**config.mk**
```make
export PLATFORM = sky130hd
export DESIGN_NAME = uart_8n1_transceiver
export DESIGN_NICKNAME = d
export VERILOG_FILES = /design/src/rtl/u8t_pkg.sv /design/src/rtl/uart_8n1_transceiver.sv /design/src/rtl/u8t_tx.sv /design/src/rtl/u8t_rx.sv
export VERILOG_INCLUDE_DIRS = /design/src /design/src/rtl
export SDC_FILE = /design/constraint.sdc
export NUM_CORES = 1
export LEC_CHECK = 0
export ABC_CLOCK_PERIOD_IN_PS = 11200
export BUFFER_PORTS_ARGS = -buffer_cell sky130_fd_sc_hd__buf_2
export CAP_MARGIN = 20
export CORE_ASPECT_RATIO = 1.4
export CORE_MARGIN = 5
export CORE_UTILIZATION = 50
export CTS_BUF_LIST = sky130_fd_sc_hd__clkbuf_8
export DETAILED_ROUTE_END_ITERATION = 6
export PLACE_DENSITY_LB_ADDON = 0.12
export SYNTH_ARGS = -nofsm -noshare
export SYNTH_HDL_FRONTEND = slang
export SYNTH_HIERARCHICAL = 1
export SYNTH_SLANG_ARGS = --single-unit
```
**constraint.sdc**
```tcl
create_clock -name clk -period 11.2 [get_ports clk]
set_input_delay 0 -clock clk [delete_from_list [all_inputs] [get_ports clk]]
set_output_delay 0 -clock clk [all_outputs]
set_load 0.05 [all_outputs]
```
**src/rtl/uart_8n1_transceiver_assert.svh**
```systemverilog
// ---------------------------------------------------------------------------
// UART 8N1 transceiver assertion macros
// Shared concurrent assertion forms, clocked and disabled in reset.
// ---------------------------------------------------------------------------
`ifndef UART_8N1_TRANSCEIVER_ASSERT_SVH
`define UART_8N1_TRANSCEIVER_ASSERT_SVH

// same-cycle implication
`define U8T_ASSERT_SAME(name, clk, rst_n, ante, cons) \
    name: assert property (@(posedge clk) disable iff (!rst_n) (ante) |-> (cons)) \
        else $error("u8t assertion failed");

// next-cycle implication
`define U8T_ASSERT_NEXT(name, clk, rst_n, ante, cons) \
    name: assert property (@(posedge clk) disable iff (!rst_n) (ante) |=> (cons)) \
        else $error("u8t assertion failed");

`endif

```
**src/rtl/u8t_pkg.sv**
```systemverilog
// ---------------------------------------------------------------------------
// UART 8N1 transceiver package
// Phase and status codes, field widths and the result structs.
// ---------------------------------------------------------------------------
`timescale 1ns / 1ps

package u8t_pkg;

    localparam int PERIOD_W = 20;
    localparam int WAIT_W   = 21;
    localparam int TMO_FIELD_W = 24;
    localparam logic [PERIOD_W-1:0] PERIOD_RESET = 20'd868;
    localparam logic [PERIOD_W-1:0] PERIOD_MIN   = 20'd2;

    typedef logic [3:0] phase_t;
    localparam phase_t PH_IDLE  = 4'd0;
    localparam phase_t PH_START = 4'd1;
    localparam phase_t PH_DATA0 = 4'd2;
    localparam phase_t PH_STOP  = 4'd10;

    typedef logic [1:0] status_t;
    localparam status_t ST_OK      = 2'd0;
    localparam status_t ST_FRAME   = 2'd1;
    localparam status_t ST_TIMEOUT = 2'd2;

    typedef struct packed {
        logic line;
        logic busy;
    } tx_res_t;

    typedef struct packed {
        logic       busy;
        logic       valid;
        logic [7:0] data;
        status_t    status;
    } rx_res_t;

endpackage

```
**src/rtl/uart_8n1_transceiver.sv**
```systemverilog
// ---------------------------------------------------------------------------
// UART 8N1 transceiver
// Bit-timed transmitter and receiver; every input word is one bit-clock tick.
//
//  port      dir  payload
//  s_*       in   tick word: tx request, rx arm, rx timeout, rx line level
//  m_*       out  tick result: tx line, busy flags, rx byte and status
//  cfg_*     in   bit_period register write
//
// One word per cycle sustained while m_tready is high. A word is registered,
// advanced through the tx and rx logic and its result registered.
// Back-pressure on m_tready holds the result and then the input register.
// Reset clears both state machines, bit_period returns to 868; no clearing pass.
// ---------------------------------------------------------------------------
`timescale 1ns / 1ps

module uart_8n1_transceiver
#(
    parameter int TIMEOUT_BITS = 24
)
(
    input  logic        clk,
    input  logic        rst_n,
    input  logic        s_tvalid,
    output logic        s_tready,
    // tx_start, tx_byte[7:0], rx_arm, rx_timeout[23:0], rx_level, zero pad
    input  logic [39:0] s_tdata,
    output logic        m_tvalid,
    input  logic        m_tready,
    // tx_line, tx_busy, rx_busy, rx_valid, rx_byte[7:0], rx_status[1:0], pad
    output logic [15:0] m_tdata,
    input  logic        cfg_we,
    input  logic [19:0] cfg_wdata
);

    localparam int TMO_W = (TIMEOUT_BITS < u8t_pkg::TMO_FIELD_W) ? TIMEOUT_BITS
                                                                 : u8t_pkg::TMO_FIELD_W;
    localparam int RX_TIMER_W = (TMO_W > u8t_pkg::WAIT_W) ? TMO_W : u8t_pkg::WAIT_W;

    logic                          in_valid_reg, in_valid_next;
    logic [39:0]                   in_data_reg;
    logic                          out_valid_reg, out_valid_next;
    logic [15:0]                   out_data_reg;
    logic [u8t_pkg::PERIOD_W-1:0]  period_reg;
    logic [u8t_pkg::PERIOD_W-1:0]  period_eff;
    logic                          step;
    logic                          s_accept;
    logic [TMO_W-1:0]              tmo_masked;
    u8t_pkg::tx_res_t              tx_res;
    u8t_pkg::rx_res_t              rx_res;

    assign step     = in_valid_reg && (!out_valid_reg || m_tready);
    assign s_tready = !in_valid_reg || step;
    assign s_accept = s_tvalid && s_tready;
    assign m_tvalid = out_valid_reg;
    assign m_tdata  = out_data_reg;

    assign period_eff = (period_reg < u8t_pkg::PERIOD_MIN) ? u8t_pkg::PERIOD_MIN : period_reg;
    assign tmo_masked = in_data_reg[10 +: TMO_W];

    assign in_valid_next  = s_accept ? 1'b1 : (step ? 1'b0 : in_valid_reg);
    assign out_valid_next = step ? 1'b1 : (m_tready ? 1'b0 : out_valid_reg);

    u8t_tx u_tx
    (
        .clk      (clk),
        .rst_n    (rst_n),
        .step     (step),
        .period   (period_eff),
        .tx_start (in_data_reg[0]),
        .tx_byte  (in_data_reg[8:1]),
        .res      (tx_res)
    );

    u8t_rx #(.TIMER_W(RX_TIMER_W)) u_rx
    (
        .clk        (clk),
        .rst_n      (rst_n),
        .step       (step),
        .period     (period_eff),
        .rx_arm     (in_data_reg[9]),
        .rx_timeout (RX_TIMER_W'(tmo_masked)),
        .rx_level   (in_data_reg[34]),
        .res        (rx_res)
    );

    always_ff @(posedge clk or negedge rst_n)
    begin
        if (!rst_n)
        begin
            in_valid_reg  <= 1'b0;
            out_valid_reg <= 1'b0;
            period_reg    <= u8t_pkg::PERIOD_RESET;
        end
        else
        begin
            in_valid_reg  <= in_valid_next;
            out_valid_reg <= out_valid_next;
            if (cfg_we)
            begin
                period_reg <= cfg_wdata;
            end
        end
    end

    always_ff @(posedge clk)
    begin
        if (s_accept)
        begin
            in_data_reg <= s_tdata;
        end
        if (step)
        begin
            out_data_reg <= {2'b00, rx_res.status, rx_res.data, rx_res.valid,
                             rx_res.busy, tx_res.busy, tx_res.line};
        end
    end

`include "uart_8n1_transceiver_assert.svh"

    `U8T_ASSERT_SAME(a_no_commit_on_stall, clk, rst_n, out_valid_reg && !m_tready, !step)
    `U8T_ASSERT_SAME(a_idle_line_high, clk, rst_n, out_valid_reg && !out_data_reg[1], out_data_reg[0])
    `U8T_ASSERT_SAME(a_valid_ends_rx, clk, rst_n, out_valid_reg && out_data_reg[3], !out_data_reg[2])
    `U8T_ASSERT_SAME(a_quiet_when_not_valid, clk, rst_n, out_valid_reg && !out_data_reg[3], out_data_reg[13:4] == 10'd0)

endmodule

```
**src/rtl/u8t_tx.sv**
```systemverilog
// ---------------------------------------------------------------------------
// UART 8N1 transmitter
// Start bit, eight data bits LSB first, stop bit; one tick per step.
// ---------------------------------------------------------------------------
`timescale 1ns / 1ps

module u8t_tx
(
    input  logic                          clk,
    input  logic                          rst_n,
    input  logic                          step,
    input  logic [u8t_pkg::PERIOD_W-1:0]  period,
    input  logic                          tx_start,
    input  logic [7:0]                    tx_byte,
    output u8t_pkg::tx_res_t              res
);

    u8t_pkg::phase_t               phase_reg, phase_next;
    logic [7:0]                    shift_reg, shift_next;
    logic [u8t_pkg::PERIOD_W-1:0]  timer_reg, timer_next;
    logic [3:0]                    bit_idx;

    always_comb
    begin
        phase_next = phase_reg;
        shift_next = shift_reg;
        timer_next = timer_reg;
        res.line   = 1'b1;
        res.busy   = 1'b0;
        bit_idx    = 4'd0;
        if ((phase_reg == u8t_pkg::PH_IDLE) && tx_start)
        begin
            phase_next = u8t_pkg::PH_START;
            shift_next = tx_byte;
            timer_next = '0;
        end
        if (phase_next != u8t_pkg::PH_IDLE)
        begin
            res.busy = 1'b1;
            bit_idx  = phase_next - u8t_pkg::PH_DATA0;
            if (phase_next == u8t_pkg::PH_START)
            begin
                res.line = 1'b0;
            end
            else if (phase_next == u8t_pkg::PH_STOP)
            begin
                res.line = 1'b1;
            end
            else
            begin
                res.line = shift_next[bit_idx[2:0]];
            end
            timer_next = timer_next + 1'b1;
            if (timer_next >= period)
            begin
                timer_next = '0;
                phase_next = (phase_next >= u8t_pkg::PH_STOP) ? u8t_pkg::PH_IDLE
                                                              : phase_next + 1'b1;
            end
        end
    end

    always_ff @(posedge clk or negedge rst_n)
    begin
        if (!rst_n)
        begin
            phase_reg <= u8t_pkg::PH_IDLE;
            shift_reg <= '0;
            timer_reg <= '0;
        end
        else if (step)
        begin
            phase_reg <= phase_next;
            shift_reg <= shift_next;
            timer_reg <= timer_next;
        end
    end

endmodule

```
**src/rtl/u8t_rx.sv**
```systemverilog
// ---------------------------------------------------------------------------
// UART 8N1 receiver
// Armed start-edge wait with timeout, mid-bit sampling, stop-bit check.
// ---------------------------------------------------------------------------
`timescale 1ns / 1ps

module u8t_rx
#(
    parameter int TIMER_W = 24
)
(
    input  logic                          clk,
    input  logic                          rst_n,
    input  logic                          step,
    input  logic [u8t_pkg::PERIOD_W-1:0]  period,
    input  logic                          rx_arm,
    input  logic [TIMER_W-1:0]            rx_timeout,
    input  logic                          rx_level,
    output u8t_pkg::rx_res_t              res
);

    u8t_pkg::phase_t              phase_reg, phase_next;
    logic [TIMER_W-1:0]           timer_reg, timer_next;
    logic [7:0]                   shift_reg, shift_next;
    logic                         prev_reg;
    logic [u8t_pkg::WAIT_W-1:0]   first_wait;
    logic [3:0]                   bit_idx;

    assign first_wait = {1'b0, period} + {2'b00, period[u8t_pkg::PERIOD_W-1:1]}
                        - u8t_pkg::WAIT_W'(1);

    always_comb
    begin
        phase_next = phase_reg;
        timer_next = timer_reg;
        shift_next = shift_reg;
        res.valid  = 1'b0;
        res.data   = 8'd0;
        res.status = u8t_pkg::ST_OK;
        bit_idx    = phase_reg - u8t_pkg::PH_DATA0;
        if ((phase_reg == u8t_pkg::PH_IDLE) && rx_arm)
        begin
            phase_next = u8t_pkg::PH_START;
            timer_next = rx_timeout;
        end
        if (phase_next == u8t_pkg::PH_START)
        begin
            if (prev_reg && !rx_level)
            begin
                phase_next = u8t_pkg::PH_DATA0;
                shift_next = 8'd0;
                timer_next = TIMER_W'(first_wait);
            end
            else if (timer_next == '0)
            begin
                phase_next = u8t_pkg::PH_IDLE;
                res.valid  = 1'b1;
                res.status = u8t_pkg::ST_TIMEOUT;
            end
            else
            begin
                timer_next = timer_next - 1'b1;
            end
        end
        else if (phase_next != u8t_pkg::PH_IDLE)
        begin
            if (timer_next != '0)
            begin
                timer_next = timer_next - 1'b1;
            end
            else if (phase_next >= u8t_pkg::PH_STOP)
            begin
                res.valid = 1'b1;
                if (rx_level)
                begin
                    res.data = shift_next;
                end
                else
                begin
                    res.status = u8t_pkg::ST_FRAME;
                end
                phase_next = u8t_pkg::PH_IDLE;
                timer_next = '0;
            end
            else
            begin
                if (rx_level)
                begin
                    shift_next[bit_idx[2:0]] = 1'b1;
                end
                phase_next = phase_next + 1'b1;
                timer_next = TIMER_W'(period - 1'b1);
            end
        end
        res.busy = (phase_next != u8t_pkg::PH_IDLE);
    end

    always_ff @(posedge clk or negedge rst_n)
    begin
        if (!rst_n)
        begin
            phase_reg <= u8t_pkg::PH_IDLE;
            timer_reg <= '0;
            shift_reg <= '0;
            prev_reg  <= 1'b1;
        end
        else if (step)
        begin
            phase_reg <= phase_next;
            timer_reg <= timer_next;
            shift_reg <= shift_next;
            prev_reg  <= rx_level;
        end
    end

endmodule
```
==> results of run 1 <==
-- kinds of logic after synthesis --
family | after synthesis | synth area share, %
DFF | 140 | 36.1
AOI/OAI and AO/OA | 270 | 18.0
muxes | 53 | 5.70
other | 1 | 0.0361
buffers and inverters | 164 | 6.52
adders and majority gates | 68 | 8.33
and+or+nand+nor | 384 | 19.2
xor gates and xnor gates | 72 | 6.07
-- power by group through the flow --
| stage | Clock, mW | Sequential, mW | Combinational (mW) |
|---|---|---|---|
| 2_1_floorplan | 0 | 0.722 | 0.695 |
| 3_3_place_gp | 0 | 0.775 | 0.853 |
| 3_5_place_dp | 0 | 0.777 | 0.867 |
| 4_1_cts | 0.427 | 0.766 | 0.887 |
| 5_1_grt | 0.446 | 0.788 | 0.988 |
| 6_report | 0.419 | 0.771 | 0.891 |
-- worst max-delay path: stages, from the launching register on --
cell,delay (ps)
dfrtp_1,510
nor4b_2,560
nand2_1,620
and2_1,410
ha_1,290
and4_1,280
nand2_2,120
or3_1,160
xor2_1,150
ha_1,280
a21oi_1,180
a21boi_1,110
a211o_1,440
nor3_2,710
a22o_1,260
-- layer usage --
metal | part of all wire, % | routed length, um
met2 | 54 | 15500
met3 | 4.3 | 1250
met4 | 3.6 | 1040
met1 | 38 | 11000
met5 | 0 | 0
-- placed cells by master, fill, tap and decap left out, types with 14 or more instances in the layout --
| cell type | netlist | final |
|---|---|---|
| or3_1 | 18 | 18 |
| dlygate4sd3_1 | 1 | 59 |
| nand4_1 | 23 | 23 |
| and2_1 | 16 | 15 |
| nor2_1 | 102 | 102 |
| mux2i_1 | 21 | 21 |
| a21oi_1 | 58 | 58 |
| xnor2_1 | 44 | 44 |
| a31oi_1 | 16 | 16 |
| edfxtp_1 | 49 | 49 |
| mux2_2 | 30 | 30 |
| nand3_1 | 36 | 36 |
| dfrtp_1 | 85 | 85 |
| nor4_1 | 14 | 14 |
| a211oi_1 | 17 | 17 |
| nor3_1 | 28 | 28 |
| buf_2 | 16 | 74 |
| xor2_1 | 28 | 28 |
| ha_1 | 66 | 66 |
| nand2_1 | 84 | 84 |
| inv_1 | 96 | 96 |
| o21ai_0 | 46 | 46 |
| clkbuf_8 | 0 | 17 |
-- worst min path at each step --
stage	from	endpoint	slack (ps)
final	cfg_we	period_reg[1]	30
after global routing	cfg_we	period_reg[1]	60
after global placement	rst_n	u_rx/timer_reg[23]	50
after detailed placement	rst_n	u_rx/timer_reg[23]	50
after floorplan	rst_n	in_valid_reg	-300
after CTS	cfg_we	period_reg[1]	20
-- final cells by class --
cell class	instances	area [sq um]
sequential	140	3760
clock buffer	17	234
fill	1901	8610
tap	256	320
clock inverter	15	168
timing repair buffer	146	1060
inverter	98	368
multi-input combinational	849	5970
==> results by group, run 1 <==
Status
  • Status: completed

Clock tree
  • Sinks on Clock Net: 140
  • # hold bufs at CTS: 59
  • # resized after CTS: 0
  • Cts bufs inserted: 17
  • Root Buffer: clkbuf_8
  • Worst-case clock buffer depth: 2
  • CTS H-tree lvls: 4
  • Clock-pin slew on the worst setup and hold paths: 100 ps
  • CTS tree: done
  • Clk_lat worst skew: 470 ps
  • Setup bufs post-CTS: 0

Global routing
  • M3 GR Usage: 3.94%
  • Met2 Track Usage GR: 44.5%
  • Most utilized layer in the global route result: met2
  • Met1 Use GR: 26.6%
  • Vias in the first global route: 8962
  • First-pass GRT wire length: 46300 um
  • Pin count of the biggest net entering global routing: 49
  • Initial antenna violation count: 0
  • Total GRT Usage: 23.9%
  • Global route overflow: 0

Synthesis
  • List of most frequent post-synthesis cells: nor2_1, inv_1, dfrtp_1
  • Area fraction of the dominant cell type after synthesis: 20.5%
  • Dominant cell type by area after synthesis: dfrtp_1
  • Synth Instances: 1152
  • Post-synthesis sequential area ratio: 36.1%
  • Flops & latches, synth: 140
  • Syn Area/Cell: 9.03 sq um
  • Most common cell in the netlist: nor2_1
  • Top_reg_cell synth: dfrtp_1
  • Library cells used by synthesis: 93
  • Area contributors post-synth: dfrtp_1, edfxtp_1, ha_1
  • Warnings, synthesis: 6
  • Synth async-reset ratio: 65.0%
  • Post-synth EDFFs: 49
  • Post-Syn Area: 0.0104 sq mm

Final layout
  • Util after Layout: 58.0%
  • Non-Filler Instances: 1521
  • Max FFs per register: 35
  • Syn-to-layout area delta: 14.2%
  • Diode count: 0
  • Share of cells above drive strength 1: 14.6%
  • Cell area after layout: 0.0119 sq mm
  • Nets: 1385

Power and ir drop
  • Seq pwr share: 37.0%
  • Leakage: 5.01 nW
  • P_sw: 0.905 mW
  • Logic pwr share: 42.8%
  • Clock Power Share: 20.2%
  • Pint: 1.18 mW
  • Peak supply drop: 0.000129 V
  • Sw Share: 43.5%
  • Overall Power: 2.08 mW
  • Power per cell area: 175 mW/mm^2

Floorplanning
  • Initial cell density of the core: 50.8%
  • Die Y: 181 um
  • Die W: 132 um
  • Die area: 0.0238 sq mm
  • Total core area: 0.0205 sq mm
  • Num ports: 83
  • Row cnt: 62

Critical path
  • WP data required: 11600 ps
  • Worst setup path startpoint: u_tx/phase_reg[1]
  • Reg2Reg Depth: 14
  • Reg2Reg Capture Point: u_tx/timer_reg[8]
  • R2r setup slk: 6050 ps
  • Startpoint Class: register
  • Arr. time, crit path: 5550 ps
  • Worst Setup EP: u_tx/timer_reg[8]
  • Critical path capture point type: register
  • Worst setup path class: reg2reg
  • Crit Reg-Reg Startpoint: u_tx/phase_reg[1]
  • Max FO, Critical Path: 22

STA
  • RSZ-0062 raised after global routing: false
  • Min Clock Period, post-route: 5150 ps
  • Final hold viol count: 0
  • Slew headroom: 38.1%
  • Setup violators final: 0
  • Final WS setup: 6050 ps
  • Worst-Margin Slew: 916 ps
  • Fin crit share: 46.0%
  • Max Clk Rate: 194 MHz
  • Fin Setup TNS: 0 ps
  • Final Skew: 27.6 ps
  • Final Slew Violations: 0
  • WHS: 28.8 ps

Worst hold path
  • Hold crit path type: in2reg
  • Hold Path Stages: 3

Place
  • DP Worst Slack: 6110 ps
  • PortBufs: 75
  • Placed insts: 1430
  • GP Congestion: 0.917
  • Post-DP HPWL: 21200 um
  • Placed Instance Area: 0.0109 sq mm

Routing
  • DR iter-0 viols: 635
  • Vias/cell: 5.97
  • Antenna Nets Post-Route: 0
  • Drt total wl: 28800 um
  • DR WL/cell: 18.9 um
  • Remaining DRCs: 0
  • Via count: 9074
  • First-pass DRT Iterations: 5

Job
  • Maxcap violations: 0
(Power assumes the default switching activity.)
==> inputs of run 2 (changes only) <==
- ABC_AREA: default -> 1
- ABC_CLOCK_PERIOD_IN_PS: 11200 -> 4400
- clock period: 11.2 -> 4.4 ns (I/O delays scaled with it)
==> run 2 against run 1 <==
Compared with the run above:
- via count increased by 20%
- critical path depth up 5
- sequential power grew to 2.7 times the previous value
- total power rose to 3.7 times the previous value
- worst hold slack got worse by 4.0 ps
- maximum frequency up 32%
- final cell count increased by 35%
- core utilization fell by 0.37 points
- combinational power rose to 5.0 times the previous value
- flip-flop and latch count unchanged
- count of clock-buffer cells in the layout did not move
- critical path type unchanged
- critical endpoint is now u_tx/timer_reg[19]
- largest cell class unchanged
==> results by group, run 2 <==
Power and ir drop
  • Clock Power Share: 15.4% (-4.8 points)
  • Seq pwr share: 26.8% (-10 points)
  • Sw Share: 49.4% (+5.9 points)
  • Leakage: 6.59 nW (+31%)
  • Pint: 3.88 mW (+230%)
  • P_sw: 3.79 mW (+320%)
  • Overall Power: 7.66 mW (+270%)
  • Logic pwr share: 57.8% (+15 points)
  • Power per cell area: 588 mW/mm^2 (+240%)
  • Peak supply drop: 0.000356 V (+180%)

Routing
  • DR WL/cell: 16.3 um (-14%)
  • Remaining DRCs: 0 (unchanged)
  • Vias/cell: 5.31 (-11%)
  • Via count: 10900 (+20%)
  • Antenna Nets Post-Route: 0 (unchanged)
  • First-pass DRT Iterations: 6 (+1)
  • Drt total wl: 33400 um (+16%)
  • DR iter-0 viols: 602 (-5.2%)

Synthesis
  • Post-Syn Area: 0.0115 sq mm (+11%)
  • Syn Area/Cell: 7.02 sq um (-22%)
  • Flops & latches, synth: 140 (unchanged)
  • Most common cell in the netlist: nand2_1
  • Dominant cell type by area after synthesis: dfrtp_1
  • Synth Instances: 1640 (+42%)
  • Post-synth EDFFs: 49 (unchanged)
  • List of most frequent post-synthesis cells: nand2_1, inv_1, nor2_1
  • Library cells used by synthesis: 53 (-43%)
  • Post-synthesis sequential area ratio: 32.6% (-3.5 points)
  • Area fraction of the dominant cell type after synthesis: 18.5% (-2.0 points)
  • Synth async-reset ratio: 65.0% (unchanged)
  • Warnings, synthesis: 6 (unchanged)
  • Top_reg_cell synth: dfrtp_1
  • Area contributors post-synth: dfrtp_1, nand2_1, edfxtp_1

STA
  • Final Slew Violations: 0 (unchanged)
  • WHS: 24.8 ps (-4.01 ps)
  • Fin Setup TNS: 0 ps (unchanged)
  • Min Clock Period, post-route: 3900 ps (-1250 ps)
  • Slew headroom: 28.7% (-9.4 points)
  • Final hold viol count: 0 (unchanged)
  • Max Clk Rate: 257 MHz (+32%)
  • RSZ-0062 raised after global routing: false
  • Final Skew: 12.8 ps (-14.8 ps)
  • Final WS setup: 505 ps (-5550 ps)
  • Worst-Margin Slew: 1060 ps (+148 ps)
  • Fin crit share: 88.5% (+43 points)
  • Setup violators final: 0 (unchanged)

Place
  • PortBufs: 75 (unchanged)
  • GP Congestion: 0.931 (+1.5%)
  • DP Worst Slack: 523 ps (-5580 ps)
  • Post-DP HPWL: 25000 um (+18%)

Final layout
  • Share of cells above drive strength 1: 12.3% (-2.4 points)
  • Fillcell total: 2246 (+18%)
  • FF/Latch Area: 0.00376 sq mm (unchanged)
  • Diode count: 0 (unchanged)
  • Syn-to-layout area delta: 13.1%
  • Most common cell after layout, fill and taps aside: nand2_1
  • Most frequent cells in the layout: nand2_1, inv_1, nor2_1
  • Util after Layout: 57.6% (-0.37 points)
  • Max FFs per register: 35 (unchanged)
  • Multi-input logic area: 0.00643 sq mm (+7.7%)
  • Nets: 1873 (+35%)

Critical path
  • R2r setup slk: 500 ps (-5550 ps)
  • Crit Reg-Reg Startpoint: u_tx/phase_reg[1]
  • Crit path cell chain: nor2_2, nand3_4, nand2_1, inv_1, ha_1, nand4_1, inv_1, nand2_1, nor2_1, nand3_1, and2_1, ha_1, nand2_1, nor2_1, a21oi_1, nand4_2, nor2_4, nand3_1, a21oi_2
  • Worst Setup EP: u_tx/timer_reg[19]
  • Reg2Reg Depth: 19 (+5)
  • Stages on the worst setup path: 19 (+5)
  • Crit path buf inv count: 2 (+2)
  • WP data required: 4790 ps (-6810 ps)
  • Worst setup path class: reg2reg
  • Max FO, Critical Path: 19 (-14%)
  • Critical path capture point type: register
  • Worst path most repeated cell: nand2_1
  • Largest stage delay, worst path: 540 ps (-170 ps)
  • Reg2Reg Capture Point: u_tx/timer_reg[19]
  • Worst setup path startpoint: u_tx/phase_reg[1]
  • Critical path's top delay family: simple AND/OR/NAND/NOR gates
  • Slowest cell on crit path: dfrtp_1
  • Arr. time, crit path: 4280 ps (-1270 ps)
  • Startpoint Class: register

Floorplanning
  • Die W: 138 um (+4.8%)
  • Num ports: 83 (unchanged)
  • Die Y: 190 um (+4.9%)
  • Die area: 0.0262 sq mm (+10%)
  • Row cnt: 65 (+4.8%)
  • Total core area: 0.0226 sq mm (+10%)
  • Initial cell density of the core: 50.9% (+0.15 points)

Clock tree
  • Sinks on Clock Net: 140 (unchanged)
  • CTS tree: done
  • Clock-pin slew on the worst setup and hold paths: 80 ps (-20 ps)
  • Cts bufs inserted: 17 (unchanged)
  • Worst-case clock buffer depth: 2 (unchanged)
  • Clk_lat worst skew: 460 ps (about the same)
  • # resized after CTS: 0 (unchanged)
  • Root Buffer: clkbuf_8
  • CTS H-tree lvls: 4 (unchanged)

Global routing
  • Global route overflow: 0 (unchanged)
  • Vias in the first global route: 10600 (+18%)
  • Total GRT Usage: 25.6% (+1.7 points)
  • Pin count of the biggest net entering global routing: 55 (+12%)
  • Initial antenna violation count: 0 (unchanged)
  • First-pass GRT wire length: 54000 um (+17%)

Worst hold path
  • Hold crit path type: in2reg

Status
  • Status: completed

Job
  • Maxcap violations: 0 (unchanged)
==> run 2: cell count changes after synthesis, moves of 18 or more <==
| cell | previous run | this run |
|---|---|---|
| inv_1 | 96 | 229 |
| mux2i_1 | 21 | 0 |
| nand3_1 | 36 | 113 |
| nor2_1 | 102 | 175 |
| or3_1 | 18 | 0 |
| o21ai_0 | 46 | 77 |
| nand2_1 | 84 | 457 |
| xnor2_1 | 44 | 4 |
==> run 2: layout make-up <==
cell class,count,share of cell area [%]
timing repair buffer,154,8.70
clock inverter,14,1.56
multi-input combinational,1190,49.4
sequential,140,28.8
clock buffer,17,1.80
tap,301,2.89
inverter,237,6.85
==> run 2: layer usage <==
| metal | vias to the layer above | wire length (um) | GRT usage [%] | part of all wire [%] |
|---|---|---|---|---|
| met3 | 76 | 1010 | 3.47 | 3.0 |
| met2 | 257 | 17800 | 47.6 | 53 |
| met4 | 0 | 1590 | 13.2 | 4.7 |
| met5 | - | 0 | 0 | 0 |
| met1 | 5120 | 13100 | 28.4 | 39 |
| li1 | 5453 | - | - | - |
==> run 2: how the worst min path moves through the flow <==
stage                     slack, ps    from  cells after the start            endpoint
after floorplan                -300   rst_n                      0        in_valid_reg
after global placement          110   rst_n                      1  u_rx/timer_reg[13]
after detailed placement        110   rst_n                      1  u_rx/timer_reg[13]
after CTS                         1  cfg_we                      3       period_reg[2]
after global routing             30  cfg_we                      3       period_reg[2]
final                            20  cfg_we                      3       period_reg[2]
==> run 2: worst register-to-register path, stage by stage (launching register included) <==
cell and delay (ps):
dfrtp_1 540, nor2_2 100, nand3_4 130, nand2_1 90, inv_1 80, ha_1 180
nand4_1 240, inv_1 180, nand2_1 140, nor2_1 130, nand3_1 80, and2_1 150
ha_1 270, nand2_1 60, nor2_1 80, a21oi_1 240, nand4_2 300, nor2_4 520
nand3_1 170, a21oi_2 140
==> run 2: stage by stage <==
stage / instance area (sq um) / std cells
3_5_place_dp: 12000 / 1962
6_report: 13000 / 2053
3_3_place_gp: 12000 / 1962
5_1_grt: 13000 / 2053
2_1_floorplan: 11500 / 1641
4_1_cts: 13000 / 2053
==> run 2: power by group through the flow <==
stage	combinational [mW]	clock (mW)	sequential, mW
final	4.43	1.18	2.05
after global routing	5.00	1.26	2.09
after CTS	4.42	1.22	2.05
after detailed placement	4.35	0	2.07
after global placement	4.29	0	2.06
after floorplan	3.38	0	2.02
==> run 2: repair_timing <==
item                                   CTS  global route
hold buffers                            60             0
endpoints found under the hold margin  106             0
buffers inserted                         0             0
==> run 2: cell families after synthesis <==
logic type / Yosys count / synth area share [%]
simple gates: 854 / 33.1
fa+ha+maj: 68 / 7.52
flops: 140 / 32.6
compound gates: 203 / 9.66
other cells: 1 / 0.0326
buf+inv: 311 / 11.7
xor+xnor: 42 / 3.20
mux: 21 / 2.25
==> inputs of run 3 (changes only) <==
- BUFFER_PORTS_ARGS: -buffer_cell sky130_fd_sc_hd__buf_2 -> default
- DONT_BUFFER_PORTS: default -> 1
==> run 3 against run 2 <==
Compared with the run above:
- worst hold slack improved by 68 ps
- clock power fell by 20%
- via count fell by 3.7%
- die area unchanged
- total power fell by 3.3%
- register-to-register slack better by 40 ps
- critical path depth unchanged
- flip-flop and latch count unchanged
- sequential share of layout area grew 0.96 points
- count of clock-buffer cells in the layout is the same
- largest cell class unchanged
==> results by group, run 3 (synthesized netlist as in run 2, its figures left out) <==
Status
  • Status: completed

Final layout
  • Syn-to-layout area delta: 9.50%
  • Nets: 1803 (-3.7%)
  • Non-Filler Instances: 1984 (-3.4%)
  • Most common cell after layout, fill and taps aside: nand2_1
  • Diode count: 0 (unchanged)
  • Util after Layout: 55.8% (-1.8 points)
  • Max FFs per register: 35 (unchanged)
  • Share of cells above drive strength 1: 8.85% (-3.4 points)
  • Most frequent cells in the layout: nand2_1, inv_1, nor2_1

Global routing
  • Vias in the first global route: 10300 (-3.1%)
  • Global route overflow: 0 (unchanged)
  • Total GRT Usage: 25.3% (-0.33 points)
  • Initial antenna violation count: 0 (unchanged)
  • First-pass GRT wire length: 52800 um (-2.2%)
  • Pin count of the biggest net entering global routing: 92 (+67%)

Worst hold path
  • Hold crit path type: in2async

Clock tree
  • # resized after CTS: 0 (unchanged)
  • Cts bufs inserted: 17 (unchanged)
  • Setup bufs post-CTS: 0 (unchanged)
  • # hold bufs at CTS: 60 (unchanged)
  • Sinks on Clock Net: 140 (unchanged)
  • Root Buffer: clkbuf_8
  • Clock-pin slew on the worst setup and hold paths: 100 ps (+20 ps)
  • Clk_lat worst skew: 490 ps (+30 ps)
  • CTS tree: done
  • Worst-case clock buffer depth: 2 (unchanged)
  • CTS H-tree lvls: 4 (unchanged)

STA
  • Final Skew: 20.5 ps (+7.63 ps)
  • WHS: 93.0 ps (+68.1 ps)
  • Max Clk Rate: 260 MHz (+1.2%)
  • RSZ-0062 raised after global routing: false
  • Final Slew Violations: 0 (unchanged)
  • Min Clock Period, post-route: 3850 ps (-45.0 ps)
  • Final hold viol count: 0 (unchanged)
  • Fin Setup TNS: 0 ps (unchanged)
  • Fin crit share: 87.5% (-1.0 points)
  • Slew headroom: 59.6% (+31 points)
  • Setup violators final: 0 (unchanged)
  • Worst-Margin Slew: 606 ps (-458 ps)

Critical path
  • Critical path capture point type: register
  • Max FO, Critical Path: 19 (unchanged)
  • Startpoint Class: register
  • WP data required: 4810 ps (+20 ps)
  • Slowest cell on crit path: nor2_4
  • Largest stage delay, worst path: 520 ps (-20 ps)
  • Crit path buf inv count: 2 (unchanged)
  • Worst path most repeated cell: nand2_1
  • Crit Reg-Reg Startpoint: u_tx/phase_reg[3]
  • R2r setup slk: 550 ps (+40 ps)
  • Crit path cell chain: nor2_4, nand3_4, nand2_1, inv_1, ha_1, nand4_1, inv_1, nand2_1, nor2_1, nand3_1, and2_1, ha_1, nand2_1, nor2_1, a21oi_1, nand4_2, nor2_4, nand3_1, a21oi_1
  • Reg2Reg Depth: 19 (unchanged)
  • Worst setup path class: reg2reg
  • Critical path's top delay family: simple AND/OR/NAND/NOR gates
  • Reg2Reg Capture Point: u_tx/timer_reg[15]
  • Arr. time, crit path: 4260 ps (-20 ps)

Routing
  • Via count: 10500 (-3.7%)
  • Antenna Nets Post-Route: 0 (unchanged)
  • DR WL/cell: 16.7 um (+2.9%)
  • DR iter-0 viols: 560 (-7.0%)
  • Drt total wl: 33200 um (-0.55%)
  • Remaining DRCs: 0 (unchanged)
  • First-pass DRT Iterations: 5 (-1)
  • Vias/cell: 5.29 (-0.36%)

Floorplanning
  • Row cnt: 65 (unchanged)
  • Die Y: 190 um (unchanged)
  • Num ports: 83 (unchanged)
  • Die W: 138 um (unchanged)
  • Initial cell density of the core: 50.9% (unchanged)
  • Total core area: 0.0226 sq mm (unchanged)
  • Die area: 0.0262 sq mm (unchanged)

Power and ir drop
  • Power per cell area: 588 mW/mm^2 (about the same)
  • Overall Power: 7.41 mW (-3.3%)
  • Peak supply drop: 0.000251 V (-30%)
  • Leakage: 6.27 nW (-4.8%)

Place
  • PortBufs: 0 (-100%)
  • Placed insts: 1891 (-3.6%)
  • Post-DP HPWL: 25000 um (about the same)
  • GP Congestion: 0.967 (+3.8%)

Job
  • Maxcap violations: 0 (unchanged)
[run 3: report_power, final]
group / switching (mW) / internal [mW]
sequential: 0.398 / 1.73
clock: 0.555 / 0.384
combinational: 2.87 / 1.48
total: 3.82 / 3.59
[run 3: per-stage QoR]
stage / worst slack (ps) / area (sq um)
floorplan: 1150 / 11500
global placement: 607 / 11600
detailed placement: 549 / 11600
CTS: 551 / 12600
global route: 251 / 12600
finish: 550 / 12600
[run 3: how the worst max path moves through the flow]
stage / cells after the start / to / start / slack [ps]
after floorplan: 21 / u_tx/timer_reg[17] / u_tx/phase_reg[1] / 1150
after global placement: 19 / u_tx/timer_reg[16] / u_tx/phase_reg[3] / 610
after detailed placement: 19 / u_tx/timer_reg[16] / u_tx/phase_reg[3] / 550
after CTS: 19 / u_tx/timer_reg[16] / u_tx/phase_reg[3] / 550
after global routing: 19 / u_tx/timer_reg[16] / u_tx/phase_reg[3] / 250
final: 19 / u_tx/timer_reg[15] / u_tx/phase_reg[3] / 550
[run 3: final cells by class]
type	count	area (sq um)
Fill cell	2308	10000
Multi-Input combinational cell	1190	6430
Sequential cell	140	3760
Inverter	237	892
Timing Repair Buffer	84	818
Tap cell	301	377
Clock buffer	17	234
Clock inverter	15	100
[run 3: layer usage]
| layer | track usage [%] | share of wire (%) |
|---|---|---|
| met5 | 0 | 0 |
| met4 | 11.3 | 4.0 |
| met3 | 3.39 | 3.1 |
| met2 | 49.0 | 55 |
| met1 | 27.1 | 38 |
